==> src/rtl/power_of_d_choices_dispatcher_top_defines.svh <==
// -----------------------------------------------------------------------------
// Dispatcher assertion macros
// Concurrent checks on clk_i, disabled while rst_ni is low; empty for synthesis.
// -----------------------------------------------------------------------------
`ifndef POWER_OF_D_CHOICES_DISPATCHER_TOP_DEFINES_SVH
`define POWER_OF_D_CHOICES_DISPATCHER_TOP_DEFINES_SVH

`ifndef SYNTHESIS
// Plain property, usually written with |->
`define PDC_ASSERT(lbl, prop, msg) \
  lbl: assert property (@(posedge clk_i) disable iff (!rst_ni) prop) else $error(msg);
// Condition now implies a condition in the next cycle
`define PDC_ASSERT_NEXT(lbl, pre, post, msg) \
  lbl: assert property (@(posedge clk_i) disable iff (!rst_ni) (pre) |=> (post)) \
    else $error(msg);
`else
`define PDC_ASSERT(lbl, prop, msg)
`define PDC_ASSERT_NEXT(lbl, pre, post, msg)
`endif

`endif

==> src/rtl/pdc_pkg.sv <==
// -----------------------------------------------------------------------------
// pdc_pkg
// Shared constants, register indexes and controller/datapath interface types.
// -----------------------------------------------------------------------------
package pdc_pkg;

  // Parameter defaults
  localparam int unsigned MAX_SERVERS_DEF = 64;
  localparam int unsigned MAX_SAMPLES_DEF = 8;
  localparam int unsigned LEN_BITS_DEF    = 16;

  // Fixed port widths
  localparam int unsigned DRAW_W      = 16;
  localparam int unsigned NUM_DRAWS   = 8;
  localparam int unsigned SRV_PORT_W  = 6;
  localparam int unsigned QLEN_PORT_W = 16;
  localparam int unsigned TOTAL_W     = 22;
  localparam int unsigned ACT_W       = 7;
  localparam int unsigned SMP_W       = 4;
  localparam int unsigned CFG_W       = 7;
  localparam int unsigned CFG_IDX_W   = 1;

  // Register indexes
  localparam logic [CFG_IDX_W-1:0] CFG_ACTIVE_SERVERS = 1'b0;
  localparam logic [CFG_IDX_W-1:0] CFG_SAMPLE_COUNT   = 1'b1;

  localparam logic [ACT_W-1:0] ACTIVE_RESET = 7'd64;
  localparam logic [SMP_W-1:0] SAMPLE_RESET = 4'd2;

  // Opcodes
  localparam logic OP_ARRIVAL    = 1'b0;
  localparam logic OP_COMPLETION = 1'b1;

  // Modulo unit: bits retired per cycle
  localparam int unsigned MOD_BITS_PER_STEP = 4;
  localparam int unsigned MOD_STEPS         = DRAW_W / MOD_BITS_PER_STEP;
  localparam int unsigned MOD_CNT_W         = $clog2(MOD_STEPS);

  typedef struct packed {
    logic start;     // capture input word, set up draw loop
    logic clr_step;  // write one zero in the clearing sweep
    logic mod_load;  // load next draw into the modulo unit
    logic mod_step;  // retire MOD_BITS_PER_STEP dividend bits
    logic look;      // permutation lookup/swap, issue length read
    logic cmpr;      // compare sampled length against best
    logic fin;       // commit queue update, load output register
  } pdc_cmd_t;

  typedef struct packed {
    logic opcode;
    logic clr_last;
    logic mod_last;
    logic draw_last;
    logic out_busy;
  } pdc_sts_t;

endpackage

==> src/rtl/pdc_ram.sv <==
// -----------------------------------------------------------------------------
// pdc_ram
// Generic single-write, single-read RAM with registered read data.
// -----------------------------------------------------------------------------
module pdc_ram #(
  parameter int unsigned WIDTH = 16,
  parameter int unsigned DEPTH = 64
) (
  input  logic                     clk_i,
  input  logic                     we_i,
  input  logic [$clog2(DEPTH)-1:0] waddr_i,
  input  logic [WIDTH-1:0]         wdata_i,
  input  logic [$clog2(DEPTH)-1:0] raddr_i,
  output logic [WIDTH-1:0]         rdata_o
);

  logic [WIDTH-1:0] mem [DEPTH];

  always_ff @(posedge clk_i) begin
    if (we_i) begin
      mem[waddr_i] <= wdata_i;
    end
    rdata_o <= mem[raddr_i];
  end

endmodule

==> src/rtl/pdc_ctrl.sv <==
// -----------------------------------------------------------------------------
// pdc_ctrl
// Sequencer: clearing sweep, draw loop (load, modulo, lookup, compare), commit.
// -----------------------------------------------------------------------------
module pdc_ctrl import pdc_pkg::*; (
  input  logic     clk_i,
  input  logic     rst_ni,
  input  logic     in_valid_i,
  output logic     in_stall_o,
  output pdc_cmd_t cmd_o,
  input  pdc_sts_t sts_i
);

  localparam logic [2:0] S_CLEAR = 3'd0;
  localparam logic [2:0] S_IDLE  = 3'd1;
  localparam logic [2:0] S_LOAD  = 3'd2;
  localparam logic [2:0] S_MOD   = 3'd3;
  localparam logic [2:0] S_LOOK  = 3'd4;
  localparam logic [2:0] S_CMPR  = 3'd5;
  localparam logic [2:0] S_FIN   = 3'd6;

  logic [2:0] state_q, state_d;

  assign in_stall_o = (state_q != S_IDLE);

  always_comb begin
    state_d = state_q;
    cmd_o   = '0;
    unique case (state_q)
      S_CLEAR: begin
        cmd_o.clr_step = 1'b1;
        if (sts_i.clr_last) state_d = S_IDLE;
      end
      S_IDLE: begin
        if (in_valid_i) begin
          cmd_o.start = 1'b1;
          state_d     = S_LOAD;
        end
      end
      S_LOAD: begin
        // completion: length read of the named queue is in flight
        if (sts_i.opcode == OP_COMPLETION) begin
          state_d = S_FIN;
        end else begin
          cmd_o.mod_load = 1'b1;
          state_d        = S_MOD;
        end
      end
      S_MOD: begin
        cmd_o.mod_step = 1'b1;
        if (sts_i.mod_last) state_d = S_LOOK;
      end
      S_LOOK: begin
        cmd_o.look = 1'b1;
        state_d    = S_CMPR;
      end
      S_CMPR: begin
        cmd_o.cmpr = 1'b1;
        state_d    = sts_i.draw_last ? S_FIN : S_LOAD;
      end
      S_FIN: begin
        if (!sts_i.out_busy) begin
          cmd_o.fin = 1'b1;
          state_d   = S_IDLE;
        end
      end
      default: begin
        state_d = S_IDLE;
      end
    endcase
  end

  always_ff @(posedge clk_i or negedge rst_ni) begin
    if (!rst_ni) begin
      state_q <= S_CLEAR;
    end else begin
      state_q <= state_d;
    end
  end

endmodule

==> src/rtl/pdc_dp.sv <==
// -----------------------------------------------------------------------------
// pdc_dp
// Datapath: config registers, modulo unit, swap table, length RAM, output word.
// -----------------------------------------------------------------------------
module pdc_dp import pdc_pkg::*; #(
  parameter int unsigned MAX_SERVERS = MAX_SERVERS_DEF,
  parameter int unsigned MAX_SAMPLES = MAX_SAMPLES_DEF,
  parameter int unsigned LEN_BITS    = LEN_BITS_DEF
) (
  input  logic                   clk_i,
  input  logic                   rst_ni,
  input  pdc_cmd_t               cmd_i,
  output pdc_sts_t               sts_o,
  input  logic                   cfg_we_i,
  input  logic [CFG_IDX_W-1:0]   cfg_index_i,
  input  logic [CFG_W-1:0]       cfg_data_i,
  input  logic                   opcode_i,
  input  logic [SRV_PORT_W-1:0]  server_index_i,
  input  logic [DRAW_W-1:0]      draws_i [NUM_DRAWS],
  input  logic                   out_stall_i,
  output logic                   out_valid_o,
  output logic [SRV_PORT_W-1:0]  chosen_server_o,
  output logic [QLEN_PORT_W-1:0] queue_length_o,
  output logic                   starts_service_o,
  output logic                   ignored_o,
  output logic                   overflow_o,
  output logic [TOTAL_W-1:0]     total_in_system_o
);

  localparam int unsigned SRV_W = $clog2(MAX_SERVERS);
  localparam int unsigned CNT_W = $clog2(MAX_SERVERS + 1);
  localparam int unsigned IDX_W = (MAX_SAMPLES > 1) ? $clog2(MAX_SAMPLES) : 1;
  localparam logic [LEN_BITS-1:0] LEN_MAX   = {LEN_BITS{1'b1}};
  localparam logic [TOTAL_W-1:0]  TOTAL_MAX = {TOTAL_W{1'b1}};

  // config
  logic [ACT_W-1:0] cfg_act_q;
  logic [SMP_W-1:0] cfg_smp_q;
  logic [CNT_W-1:0] n_eff;
  logic [SMP_W-1:0] d_eff;

  // item state
  logic                  opcode_q;
  logic [SRV_PORT_W-1:0] idx_q;
  logic [DRAW_W-1:0]     draw_q [MAX_SAMPLES];
  logic [CNT_W-1:0]      rem_q;
  logic [SMP_W-1:0]      d_q;
  logic [IDX_W-1:0]      i_q;
  logic [DRAW_W-1:0]     dvd_q, dvd_d;
  logic [CNT_W-1:0]      rmd_q, rmd_d;
  logic [MOD_CNT_W-1:0]  mod_cnt_q;
  logic [SRV_W-1:0]      ov_pos_q [MAX_SAMPLES];
  logic [SRV_W-1:0]      ov_val_q [MAX_SAMPLES];
  logic [MAX_SAMPLES-1:0] ov_vld_q;
  logic [SRV_W-1:0]      srv_q, best_q;
  logic [LEN_BITS-1:0]   best_len_q;
  logic [TOTAL_W-1:0]    total_q, total_d;
  logic [SRV_W-1:0]      clr_q;
  logic                  out_valid_q;

  // lookup
  logic [SRV_W-1:0] slot, tail_pos, srv_look, tail_val;
  logic [CNT_W-1:0] rem_m1;

  // RAM
  logic                ram_we;
  logic [SRV_W-1:0]    ram_waddr, ram_raddr;
  logic [LEN_BITS-1:0] ram_wdata, ram_rdata;

  // commit
  logic [31:0]           idx_ext, best_ext, len_ext;
  logic [SRV_W-1:0]      idx_addr;
  logic                  idx_in_range;
  logic                  arr_sat, cmp_ok;
  logic [LEN_BITS-1:0]   rd_dec, fin_len;
  logic                  fin_we, fin_starts, fin_ign, fin_ovf;
  logic [SRV_W-1:0]      fin_srv;
  logic [SRV_PORT_W-1:0] fin_chosen;

  // ---------------------------------------------------------------------------
  // Effective N and d
  // ---------------------------------------------------------------------------
  always_comb begin
    int unsigned act_v, smp_v, n_v, d_v;
    act_v = 32'(cfg_act_q);
    smp_v = 32'(cfg_smp_q);
    if (act_v < 1) n_v = 1;
    else if (act_v > MAX_SERVERS) n_v = MAX_SERVERS;
    else n_v = act_v;
    if (smp_v < 1) d_v = 1;
    else if (smp_v > MAX_SAMPLES) d_v = MAX_SAMPLES;
    else d_v = smp_v;
    if (d_v > n_v) d_v = n_v;
    n_eff = CNT_W'(n_v);
    d_eff = SMP_W'(d_v);
  end

  // ---------------------------------------------------------------------------
  // Modulo unit: restoring, MOD_BITS_PER_STEP quotient bits per cycle
  // ---------------------------------------------------------------------------
  always_comb begin
    logic [CNT_W:0] t;
    logic [CNT_W-1:0] r;
    logic [DRAW_W-1:0] dv;
    r  = rmd_q;
    dv = dvd_q;
    for (int k = 0; k < MOD_BITS_PER_STEP; k++) begin
      t  = {r, dv[DRAW_W-1]};
      dv = dv << 1;
      if (t >= {1'b0, rem_q}) t = t - {1'b0, rem_q};
      r = t[CNT_W-1:0];
    end
    rmd_d = r;
    dvd_d = dv;
  end

  // ---------------------------------------------------------------------------
  // Partial shuffle: identity permutation plus at most one swap per draw.
  // Later entries override earlier ones at the same position.
  // ---------------------------------------------------------------------------
  assign rem_m1   = rem_q - CNT_W'(1);
  assign slot     = rmd_q[SRV_W-1:0];
  assign tail_pos = rem_m1[SRV_W-1:0];

  always_comb begin
    srv_look = slot;
    tail_val = tail_pos;
    for (int j = 0; j < MAX_SAMPLES; j++) begin
      if (ov_vld_q[j] && ov_pos_q[j] == slot)     srv_look = ov_val_q[j];
      if (ov_vld_q[j] && ov_pos_q[j] == tail_pos) tail_val = ov_val_q[j];
    end
  end

  // ---------------------------------------------------------------------------
  // Commit logic
  // ---------------------------------------------------------------------------
  assign idx_ext      = 32'(idx_q);
  assign idx_addr     = idx_ext[SRV_W-1:0];
  assign idx_in_range = (idx_ext < MAX_SERVERS);
  assign best_ext     = 32'(best_q);

  always_comb begin
    arr_sat = (best_len_q == LEN_MAX);
    cmp_ok  = idx_in_range && (ram_rdata != '0);
    rd_dec  = ram_rdata - LEN_BITS'(1);
    total_d = total_q;
    if (opcode_q == OP_COMPLETION) begin
      fin_we     = cmp_ok;
      fin_srv    = idx_addr;
      fin_len    = cmp_ok ? rd_dec : '0;
      fin_starts = cmp_ok && (rd_dec != '0);
      fin_ign    = !cmp_ok;
      fin_ovf    = 1'b0;
      fin_chosen = idx_q;
      if (cmp_ok && total_q != '0) total_d = total_q - TOTAL_W'(1);
    end else begin
      fin_we     = !arr_sat;
      fin_srv    = best_q;
      fin_len    = arr_sat ? best_len_q : best_len_q + LEN_BITS'(1);
      fin_starts = !arr_sat && (best_len_q == '0);
      fin_ign    = 1'b0;
      fin_ovf    = arr_sat;
      fin_chosen = best_ext[SRV_PORT_W-1:0];
      if (!arr_sat && total_q != TOTAL_MAX) total_d = total_q + TOTAL_W'(1);
    end
  end

  assign len_ext = 32'(fin_len);

  // ---------------------------------------------------------------------------
  // Length RAM
  // ---------------------------------------------------------------------------
  always_comb begin
    ram_we    = 1'b0;
    ram_waddr = fin_srv;
    ram_wdata = fin_len;
    if (cmd_i.clr_step) begin
      ram_we    = 1'b1;
      ram_waddr = clr_q;
      ram_wdata = '0;
    end else if (cmd_i.fin) begin
      ram_we = fin_we;
    end
  end

  assign ram_raddr = cmd_i.look ? srv_look : idx_addr;

  pdc_ram #(
    .WIDTH (LEN_BITS),
    .DEPTH (MAX_SERVERS)
  ) u_len_ram (
    .clk_i   (clk_i),
    .we_i    (ram_we),
    .waddr_i (ram_waddr),
    .wdata_i (ram_wdata),
    .raddr_i (ram_raddr),
    .rdata_o (ram_rdata)
  );

  // ---------------------------------------------------------------------------
  // Control registers
  // ---------------------------------------------------------------------------
  always_ff @(posedge clk_i or negedge rst_ni) begin
    if (!rst_ni) begin
      cfg_act_q   <= ACTIVE_RESET;
      cfg_smp_q   <= SAMPLE_RESET;
      total_q     <= '0;
      clr_q       <= '0;
      out_valid_q <= 1'b0;
      ov_vld_q    <= '0;
    end else begin
      if (cfg_we_i) begin
        unique case (cfg_index_i)
          CFG_ACTIVE_SERVERS: cfg_act_q <= cfg_data_i[ACT_W-1:0];
          CFG_SAMPLE_COUNT:   cfg_smp_q <= cfg_data_i[SMP_W-1:0];
        endcase
      end
      if (cmd_i.clr_step) clr_q <= clr_q + SRV_W'(1);
      if (cmd_i.start) ov_vld_q <= '0;
      else if (cmd_i.look) ov_vld_q[i_q] <= 1'b1;
      if (cmd_i.fin) begin
        total_q     <= total_d;
        out_valid_q <= 1'b1;
      end else if (!out_stall_i) begin
        out_valid_q <= 1'b0;
      end
    end
  end

  // ---------------------------------------------------------------------------
  // Payload registers
  // ---------------------------------------------------------------------------
  always_ff @(posedge clk_i) begin
    if (cmd_i.start) begin
      opcode_q <= opcode_i;
      idx_q    <= server_index_i;
      for (int k = 0; k < MAX_SAMPLES; k++) draw_q[k] <= draws_i[k];
      rem_q    <= n_eff;
      d_q      <= d_eff;
      i_q      <= '0;
    end
    if (cmd_i.mod_load) begin
      dvd_q     <= draw_q[i_q];
      rmd_q     <= '0;
      mod_cnt_q <= '0;
    end
    if (cmd_i.mod_step) begin
      dvd_q     <= dvd_d;
      rmd_q     <= rmd_d;
      mod_cnt_q <= mod_cnt_q + MOD_CNT_W'(1);
    end
    if (cmd_i.look) begin
      ov_pos_q[i_q] <= slot;
      ov_val_q[i_q] <= tail_val;
      srv_q         <= srv_look;
      rem_q         <= rem_m1;
    end
    if (cmd_i.cmpr) begin
      if (i_q == '0 || ram_rdata < best_len_q) begin
        best_q     <= srv_q;
        best_len_q <= ram_rdata;
      end
      i_q <= i_q + IDX_W'(1);
    end
    if (cmd_i.fin) begin
      chosen_server_o  <= fin_chosen;
      queue_length_o   <= len_ext[QLEN_PORT_W-1:0];
      starts_service_o <= fin_starts;
      ignored_o        <= fin_ign;
      overflow_o       <= fin_ovf;
    end
  end

  assign out_valid_o       = out_valid_q;
  assign total_in_system_o = total_q;

  assign sts_o.opcode    = opcode_q;
  assign sts_o.clr_last  = (clr_q == SRV_W'(MAX_SERVERS - 1));
  assign sts_o.mod_last  = (mod_cnt_q == MOD_CNT_W'(MOD_STEPS - 1));
  assign sts_o.draw_last = ((32'(i_q) + 32'd1) == 32'(d_q));
  assign sts_o.out_busy  = out_valid_q && out_stall_i;

endmodule

==> src/rtl/power_of_d_choices_dispatcher_top.sv <==
// Arrival: d draw loops, then commit; in_stall_o stays high until the commit.
//   Each draw: load, 4 modulo steps (4 bits a step), swap lookup, compare.
// Completion: length read, then commit; no new item is accepted before the commit.
// A waiting output word holds only the commit; the next word is accepted meanwhile.
// Reset: async active low; then a RAM clearing sweep over all MAX_SERVERS entries with in_stall_o high.
// -----------------------------------------------------------------------------
// power_of_d_choices_dispatcher_top
// Join-shortest-of-d dispatcher: per-server queue lengths in a RAM, d distinct
// servers sampled by partial Fisher-Yates shuffle, shortest one takes arrival.
// -----------------------------------------------------------------------------
`include "power_of_d_choices_dispatcher_top_defines.svh"

module power_of_d_choices_dispatcher_top import pdc_pkg::*; #(
  parameter int unsigned MAX_SERVERS = MAX_SERVERS_DEF,  // queue count, 2..64
  parameter int unsigned MAX_SAMPLES = MAX_SAMPLES_DEF,  // max d, 1..8
  parameter int unsigned LEN_BITS    = LEN_BITS_DEF      // length counter width, 4..32
) (
  input  logic                   clk_i,
  input  logic                   rst_ni,
  // configuration write port
  input  logic                   cfg_we_i,
  input  logic [CFG_IDX_W-1:0]   cfg_index_i,
  input  logic [CFG_W-1:0]       cfg_data_i,
  // input word
  input  logic                   in_valid_i,
  output logic                   in_stall_o,
  input  logic                   opcode_i,
  input  logic [SRV_PORT_W-1:0]  server_index_i,
  input  logic [DRAW_W-1:0]      draw_0_i,
  input  logic [DRAW_W-1:0]      draw_1_i,
  input  logic [DRAW_W-1:0]      draw_2_i,
  input  logic [DRAW_W-1:0]      draw_3_i,
  input  logic [DRAW_W-1:0]      draw_4_i,
  input  logic [DRAW_W-1:0]      draw_5_i,
  input  logic [DRAW_W-1:0]      draw_6_i,
  input  logic [DRAW_W-1:0]      draw_7_i,
  // result word
  output logic                   out_valid_o,
  input  logic                   out_stall_i,
  output logic [SRV_PORT_W-1:0]  chosen_server_o,
  output logic [QLEN_PORT_W-1:0] queue_length_o,
  output logic                   starts_service_o,
  output logic                   ignored_o,
  output logic                   overflow_o,
  output logic [TOTAL_W-1:0]     total_in_system_o
);

  pdc_cmd_t        dp_cmd;
  pdc_sts_t        dp_sts;
  logic [DRAW_W-1:0] draws [NUM_DRAWS];

  // Draw fields gathered into one array; the datapath uses the first MAX_SAMPLES.
  assign draws[0] = draw_0_i;
  assign draws[1] = draw_1_i;
  assign draws[2] = draw_2_i;
  assign draws[3] = draw_3_i;
  assign draws[4] = draw_4_i;
  assign draws[5] = draw_5_i;
  assign draws[6] = draw_6_i;
  assign draws[7] = draw_7_i;

  // Sequencer: owns the input handshake and steps the datapath.
  pdc_ctrl u_ctrl (
    .clk_i      (clk_i),
    .rst_ni     (rst_ni),
    .in_valid_i (in_valid_i),
    .in_stall_o (in_stall_o),
    .cmd_o      (dp_cmd),
    .sts_i      (dp_sts)
  );

  // Datapath: config, modulo unit, swap table, length RAM, output register.
  pdc_dp #(
    .MAX_SERVERS (MAX_SERVERS),
    .MAX_SAMPLES (MAX_SAMPLES),
    .LEN_BITS    (LEN_BITS)
  ) u_dp (
    .clk_i             (clk_i),
    .rst_ni            (rst_ni),
    .cmd_i             (dp_cmd),
    .sts_o             (dp_sts),
    .cfg_we_i          (cfg_we_i),
    .cfg_index_i       (cfg_index_i),
    .cfg_data_i        (cfg_data_i),
    .opcode_i          (opcode_i),
    .server_index_i    (server_index_i),
    .draws_i           (draws),
    .out_stall_i       (out_stall_i),
    .out_valid_o       (out_valid_o),
    .chosen_server_o   (chosen_server_o),
    .queue_length_o    (queue_length_o),
    .starts_service_o  (starts_service_o),
    .ignored_o         (ignored_o),
    .overflow_o        (overflow_o),
    .total_in_system_o (total_in_system_o)
  );

  // A word must never be committed over a result that is still stalled.
  `PDC_ASSERT(a_fin_out_free, dp_cmd.fin |-> !dp_sts.out_busy, "commit over stalled result")

  // One word in flight: an accepted word stalls the input on the next cycle.
  `PDC_ASSERT_NEXT(a_single_item, in_valid_i && !in_stall_o, in_stall_o, "second word accepted")

  // An ignored completion neither starts service nor flags overflow.
  `PDC_ASSERT(a_ignored_flags, out_valid_o && ignored_o |-> !starts_service_o && !overflow_o, "ignored word with flags")

endmodule
==> config.mk <==
export PLATFORM = sky130hd
export DESIGN_NAME = power_of_d_choices_dispatcher_top
export DESIGN_NICKNAME = d
export VERILOG_FILES = /design/src/rtl/pdc_pkg.sv /design/src/rtl/pdc_ram.sv /design/src/rtl/pdc_ctrl.sv /design/src/rtl/pdc_dp.sv /design/src/rtl/power_of_d_choices_dispatcher_top.sv
export VERILOG_INCLUDE_DIRS = /design/src /design/src/rtl
export SDC_FILE = /design/constraint.sdc
export NUM_CORES = 2
export LEC_CHECK = 0
export BUFFER_PORTS_ARGS = -buffer_cell sky130_fd_sc_hd__buf_2
export CAP_MARGIN = 20
export CELL_PAD_IN_SITES_DETAIL_PLACEMENT = 0
export CELL_PAD_IN_SITES_GLOBAL_PLACEMENT = 1
export CORE_MARGIN = 2
export CORE_UTILIZATION = 40
export DETAILED_ROUTE_END_ITERATION = 8
export GPL_TIMING_DRIVEN = 0
export PLACE_DENSITY_LB_ADDON = 0.1
export SYNTH_ARGS = -nofsm -noshare
export SYNTH_HDL_FRONTEND = slang
export SYNTH_SLANG_ARGS = --single-unit
==> constraint.sdc <==
create_clock -name clk_i -period 11.48 [get_ports clk_i]
set_clock_uncertainty 0.15 [all_clocks]
set_input_delay 2.296 -clock clk_i [delete_from_list [all_inputs] [get_ports clk_i]]
set_output_delay 2.296 -clock clk_i [all_outputs]
set_load 0.05 [all_outputs]
==> impl_results.html <==
<table>
<tr><th>Metric</th><th>Value</th></tr>
<tr><th colspan="2">Synth</th></tr>
<tr><td>Number of synthesized flops with an enable pin</td><td>1343</td></tr>
<tr><td>Post-Synthesis Cells</td><td>4617</td></tr>
<tr><td>Synthesized netlist net count</td><td>4847</td></tr>
<tr><td>Synth Cell Area</td><td>59970 µm²</td></tr>
<tr><td>Syn. warnings</td><td>0</td></tr>
<tr><td>Distinct cells, synth</td><td>82</td></tr>
<tr><td>Primary flip-flop cell chosen by synthesis mapping</td><td>edfxtp_1</td></tr>
<tr><td>Avg Cell Area, Syn</td><td>12.99 µm²</td></tr>
<tr><td>Area share of the largest cell type after synthesis</td><td>67.25%</td></tr>
<tr><td>Fraction of synthesis flops using an asynchronous set or reset pin</td><td>3.599%</td></tr>
<tr><td>Dominant cells by area after synthesis</td><td>edfxtp_1 67%, nand2_1 6.8%, nand3_1 3.4%</td></tr>
<tr><td>Most area-hungry cell type in the Yosys netlist</td><td>edfxtp_1</td></tr>
<tr><td>Seq/Total Area, Yosys</td><td>70.15%</td></tr>
<tr><td>Post-synthesis sequential element count</td><td>1417</td></tr>
<tr><th colspan="2">GRT</th></tr>
<tr><td>Maximum number of pins on one net before global-route repair</td><td>105</td></tr>
<tr><td>First-pass GRT wire length</td><td>272800 µm</td></tr>
<tr><td>Global routing usage summed across all routing layers</td><td>24.81%</td></tr>
<tr><td>Number of antenna violations at the first check in global routing</td><td>11</td></tr>
<tr><td>Via count of the first global-routing pass</td><td>38.37k</td></tr>
<tr><td>Remaining Overflow, GRT</td><td>0</td></tr>
<tr><th colspan="2">STA</th></tr>
<tr><td>Post-route fraction of the period consumed by the critical path</td><td>85.41%</td></tr>
<tr><td>Measured slew at the worst slew-check pin</td><td>1.136 ns</td></tr>
<tr><td>Final setup violating endpoints</td><td>0</td></tr>
<tr><td>Setup repair after global routing missed its margin</td><td>no</td></tr>
<tr><td>Final hold violations</td><td>0</td></tr>
<tr><td>Min Clock Period, post-route</td><td>9.806 ns</td></tr>
<tr><td>Slew margin rel.</td><td>23.46%</td></tr>
<tr><td>Max-slew violation count</td><td>0</td></tr>
<tr><td>Fmax</td><td>102.0 MHz</td></tr>
<tr><td>Setup TNS Final</td><td>0 ns</td></tr>
<tr><th colspan="2">Drt</th></tr>
<tr><td>Routed vias/inst</td><td>5.476</td></tr>
<tr><td>DRC violations left</td><td>0</td></tr>
<tr><td>Met3 wire length</td><td>12030 µm</td></tr>
<tr><td>Met1 Routed Length</td><td>85800 µm</td></tr>
<tr><td>Post-DRT Antenna Nets</td><td>0</td></tr>
<tr><td>Number of iterations in the first detailed-routing pass</td><td>8</td></tr>
<tr><td>Routed WL per cell</td><td>26.40 µm</td></tr>
<tr><td>Initial detailed-routing violation count</td><td>3662</td></tr>
<tr><td>Detailed-route wire length</td><td>190400 µm</td></tr>
<tr><td>Vias</td><td>39.50k</td></tr>
<tr><td>Top layer in use</td><td>met5</td></tr>
<tr><td>Met2 wire length</td><td>88090 µm</td></tr>
<tr><th colspan="2">Run status</th></tr>
<tr><td>Status</td><td>finished clean</td></tr>
<tr><th colspan="2">Placement</th></tr>
<tr><td>Post-detailed-placement half-perimeter wirelength</td><td>132400 µm</td></tr>
<tr><td>GPL Wtd Cong</td><td>0.8620</td></tr>
<tr><td>IO Port Bufs</td><td>196</td></tr>
<tr><th colspan="2">Clock network</th></tr>
<tr><td>H-tree level count</td><td>4</td></tr>
<tr><td>Post-cts gate resize count</td><td>0</td></tr>
<tr><td>Number of buffers inserted by post-CTS setup repair</td><td>0</td></tr>
<tr><td>Latest clock arrival within the worst-skew pair</td><td>0.81 ns</td></tr>
<tr><td>Clock sinks</td><td>1417</td></tr>
<tr><td>Hold bufs inserted after CTS</td><td>0</td></tr>
<tr><td>Library cell used as clock root buffer</td><td>clkbuf_16</td></tr>
<tr><td>Number of buffers created by CTS</td><td>157</td></tr>
<tr><td>Clock tree from TritonCTS</td><td>built</td></tr>
<tr><td>Clock buffer depth</td><td>3</td></tr>
<tr><td>Clock slew at reported path FFs</td><td>0.06 ns</td></tr>
<tr><th colspan="2">Critical path</th></tr>
<tr><td>Crit path max fanout</td><td>10</td></tr>
<tr><td>Startpoint Class</td><td>flip-flop</td></tr>
<tr><td>Crit path arrival time</td><td>10.19 ns</td></tr>
<tr><td>Most frequent cell on the critical path</td><td>o21ai_0</td></tr>
<tr><td>Crit. End Element</td><td>flip-flop</td></tr>
<tr><td>Crit-path max cell delay</td><td>0.62 ns</td></tr>
<tr><td>Buf/Inv on CP</td><td>3</td></tr>
<tr><td>WP data required</td><td>11.86 ns</td></tr>
<tr><td>Crit-path slowest cell</td><td>a211oi_2</td></tr>
<tr><td>Gate family responsible for the most delay along the worst path</td><td>compound AO/OA/AOI/OAI gates</td></tr>
<tr><td>Kind of critical path</td><td>flip-flop to flip-flop</td></tr>
<tr><th colspan="2">Floorplan</th></tr>
<tr><td>Area enclosed by the die boundary</td><td>153000 µm²</td></tr>
<tr><td>Initial Utilization</td><td>40.13%</td></tr>
<tr><td>Ports</td><td>197</td></tr>
<tr><td>Cell Rows</td><td>142</td></tr>
<tr><td>Total core area</td><td>149400 µm²</td></tr>
<tr><td>Die height</td><td>391.2 µm</td></tr>
<tr><td>Horizontal die dimension</td><td>391.2 µm</td></tr>
<tr><th colspan="2">Power</th></tr>
<tr><td>Internal cell power</td><td>12.11 mW</td></tr>
<tr><td>Switching power share of the total</td><td>39.79%</td></tr>
<tr><td>Sequential power share</td><td>35.7%</td></tr>
<tr><td>Standby leakage power</td><td>24.59 nW</td></tr>
<tr><td>Clock network fraction of total power</td><td>24.2%</td></tr>
<tr><td>Power per cell area</td><td>286.6 nW/µm²</td></tr>
<tr><td>Combinational share of power</td><td>40.1%</td></tr>
<tr><td>Sum of internal, switching and leakage power</td><td>20.12 mW</td></tr>
<tr><td>Switching power of the nets</td><td>8.008 mW</td></tr>
<tr><td>Maximum vdd ir drop</td><td>0.4208 mV</td></tr>
<tr><th colspan="2">Hold path</th></tr>
<tr><td>HP Class</td><td>flip-flop to flip-flop</td></tr>
<tr><th colspan="2">Finish</th></tr>
<tr><td>Area overhead of the layout relative to synthesis</td><td>17.06%</td></tr>
<tr><td>Fraction of layout instances using a drive strength above 1</td><td>15.00%</td></tr>
<tr><td>Fillers</td><td>13.36k</td></tr>
<tr><td>Number of nets at the end of the flow</td><td>5296</td></tr>
<tr><th colspan="2">Job</th></tr>
<tr><td>Reported max-cap violation count</td><td>0</td></tr>
</table>
==> routing by layer <==
metal  up-vias  global-route usage (%)
li1      18000                       -
met2      1315                   39.25
met5         -                       0
met1     19940                   35.66
met4         2                   6.564
met3       244                   3.827
==> worst paths after layout <==
path,startpoint,to,slack [ns],cells after the start
max in group asynchronous,rst_ni,u_dp.total_in_system_o[9],9.18,1
setup reg to reg,u_dp.rem_q[1],u_dp.rmd_q[3],1.67,36
setup / recovery,u_dp.rem_q[1],u_dp.rmd_q[3],1.67,36
hold / removal,u_dp.srv_q[5],u_dp.best_q[5],0.27,0
min in group asynchronous,rst_ni,u_dp.ov_vld_q[1],1.44,1
hold reg to reg,u_dp.srv_q[5],u_dp.best_q[5],0.27,0
==> logic make-up (layout without fill, tap and decap cells) <==
group / Yosys count / in the layout / synth area share (%)
buf+inv: 323 / 900 / 2.364
xor+xnor: 164 / 164 / 2.420
compound gates: 470 / 470 / 5.174
other cells: 0 / 4 / 0
mux: 144 / 144 / 3.134
fa+ha+maj: 82 / 82 / 1.773
flops: 1417 / 1417 / 70.15
simple gates: 2017 / 2017 / 14.98
==> power by group through the flow <==
stage                     sequential [mW]  clock (mW)  combinational [mW]
after floorplan                      7.35           0                4.84
after global placement               7.40           0                7.76
after detailed placement             7.28           0                8.04
after CTS                            7.18        4.95                8.07
after global routing                 7.22        5.14                8.82
final                                7.18        4.87                8.08
==> layout make-up <==
| cell class | count | area (µm²) | area share [%] |
|---|---|---|---|
| antenna | 4 | 10.01 | 0.01426 |
| buffer | 242 | 1114 | 1.586 |
| clock buffer | 196 | 4202 | 5.985 |
| clock inverter | 91 | 740.7 | 1.055 |
| inverter | 81 | 309.0 | 0.4402 |
| multi-input combinational | 2877 | 16740 | 23.84 |
| sequential | 1417 | 42070 | 59.93 |
| tap | 2016 | 2522 | 3.593 |
| timing repair buffer | 290 | 2499 | 3.559 |
==> cell usage after synthesis (28+ instances only) <==
library cell	count
edfxtp_1	1343
nand4_1	145
xnor2_1	106
ha_1	77
mux2_2	30
clkbuf_1	130
nor2_1	174
buf_2	71
a31oi_1	147
o21ai_0	98
nand2_1	1094
and2_1	31
xor2_1	56
mux2i_1	82
mux4_2	32
and3_1	33
nor3_1	28
dfrtp_1	49
inv_1	79
a21oi_1	57
nand3_1	405
==> per-stage QoR <==
stage	hold WS [ns]	area (µm²)	utilization [%]	instances	setup WS, ns
after floorplan	0.2503	59970	-	4617	3.480
after global routing	0.2790	70190	46.98	7211	0.6485
after CTS	0.2680	70130	46.93	7204	1.606
after global placement	0.2538	63470	42.48	6829	1.054
after detailed placement	0.2545	65190	43.63	6917	1.691
final	0.2669	70200	46.98	7214	1.674
==> state kept, by name, indices dropped and copies added, names as in the netlist, 4 cells and up, named ones only <==
register                cells
u_dp.ov_vld_q               8
u_dp.idx_addr               6
u_dp.rmd_q                  7
u_dp.queue_length_o        16
u_dp.u_len_ram.rdata_o     16
u_dp.d_q                    4
u_dp.best_q                 6
u_dp.srv_q                  6
u_dp.ov_pos_q              48
u_dp.dvd_q                 16
u_dp.total_in_system_o     22
u_dp.cfg_act_q              7
u_dp.ov_val_q              48
u_dp.best_len_q            16
u_dp.draw_q               128
u_dp.clr_q                  6
u_dp.rem_q                  7
u_dp.chosen_server_o        6
u_dp.u_len_ram.mem       1024
u_dp.cfg_smp_q              4
==> placed cells by master (no fill, tap or decap), types with 15 or more instances in the layout <==
cell type and instances:
edfxtp_1 1343, nand2_1 1094, nand3_1 405, buf_2 267, clkbuf_1 162, clkbuf_16 162, a31oi_1 147, nand4_1 145
nor2_1 113, xnor2_1 105, o21ai_0 98, mux2i_1 82, inv_1 79, ha_1 77, nor2_2 61, xor2_1 56
a21oi_1 55, buf_8 52, dfrtp_1 49, clkinv_2 35, and3_1 33, clkinv_1 33, mux4_2 32, mux2_2 30
buf_4 25, nor3_1 25, a21o_1 25, a32oi_1 23, dfxtp_1 23, nor2b_1 17, buf_6 17, nor4_1 17
buf_1 16, and2_1 15, buf_16 15
(Power assumes the default switching activity.)
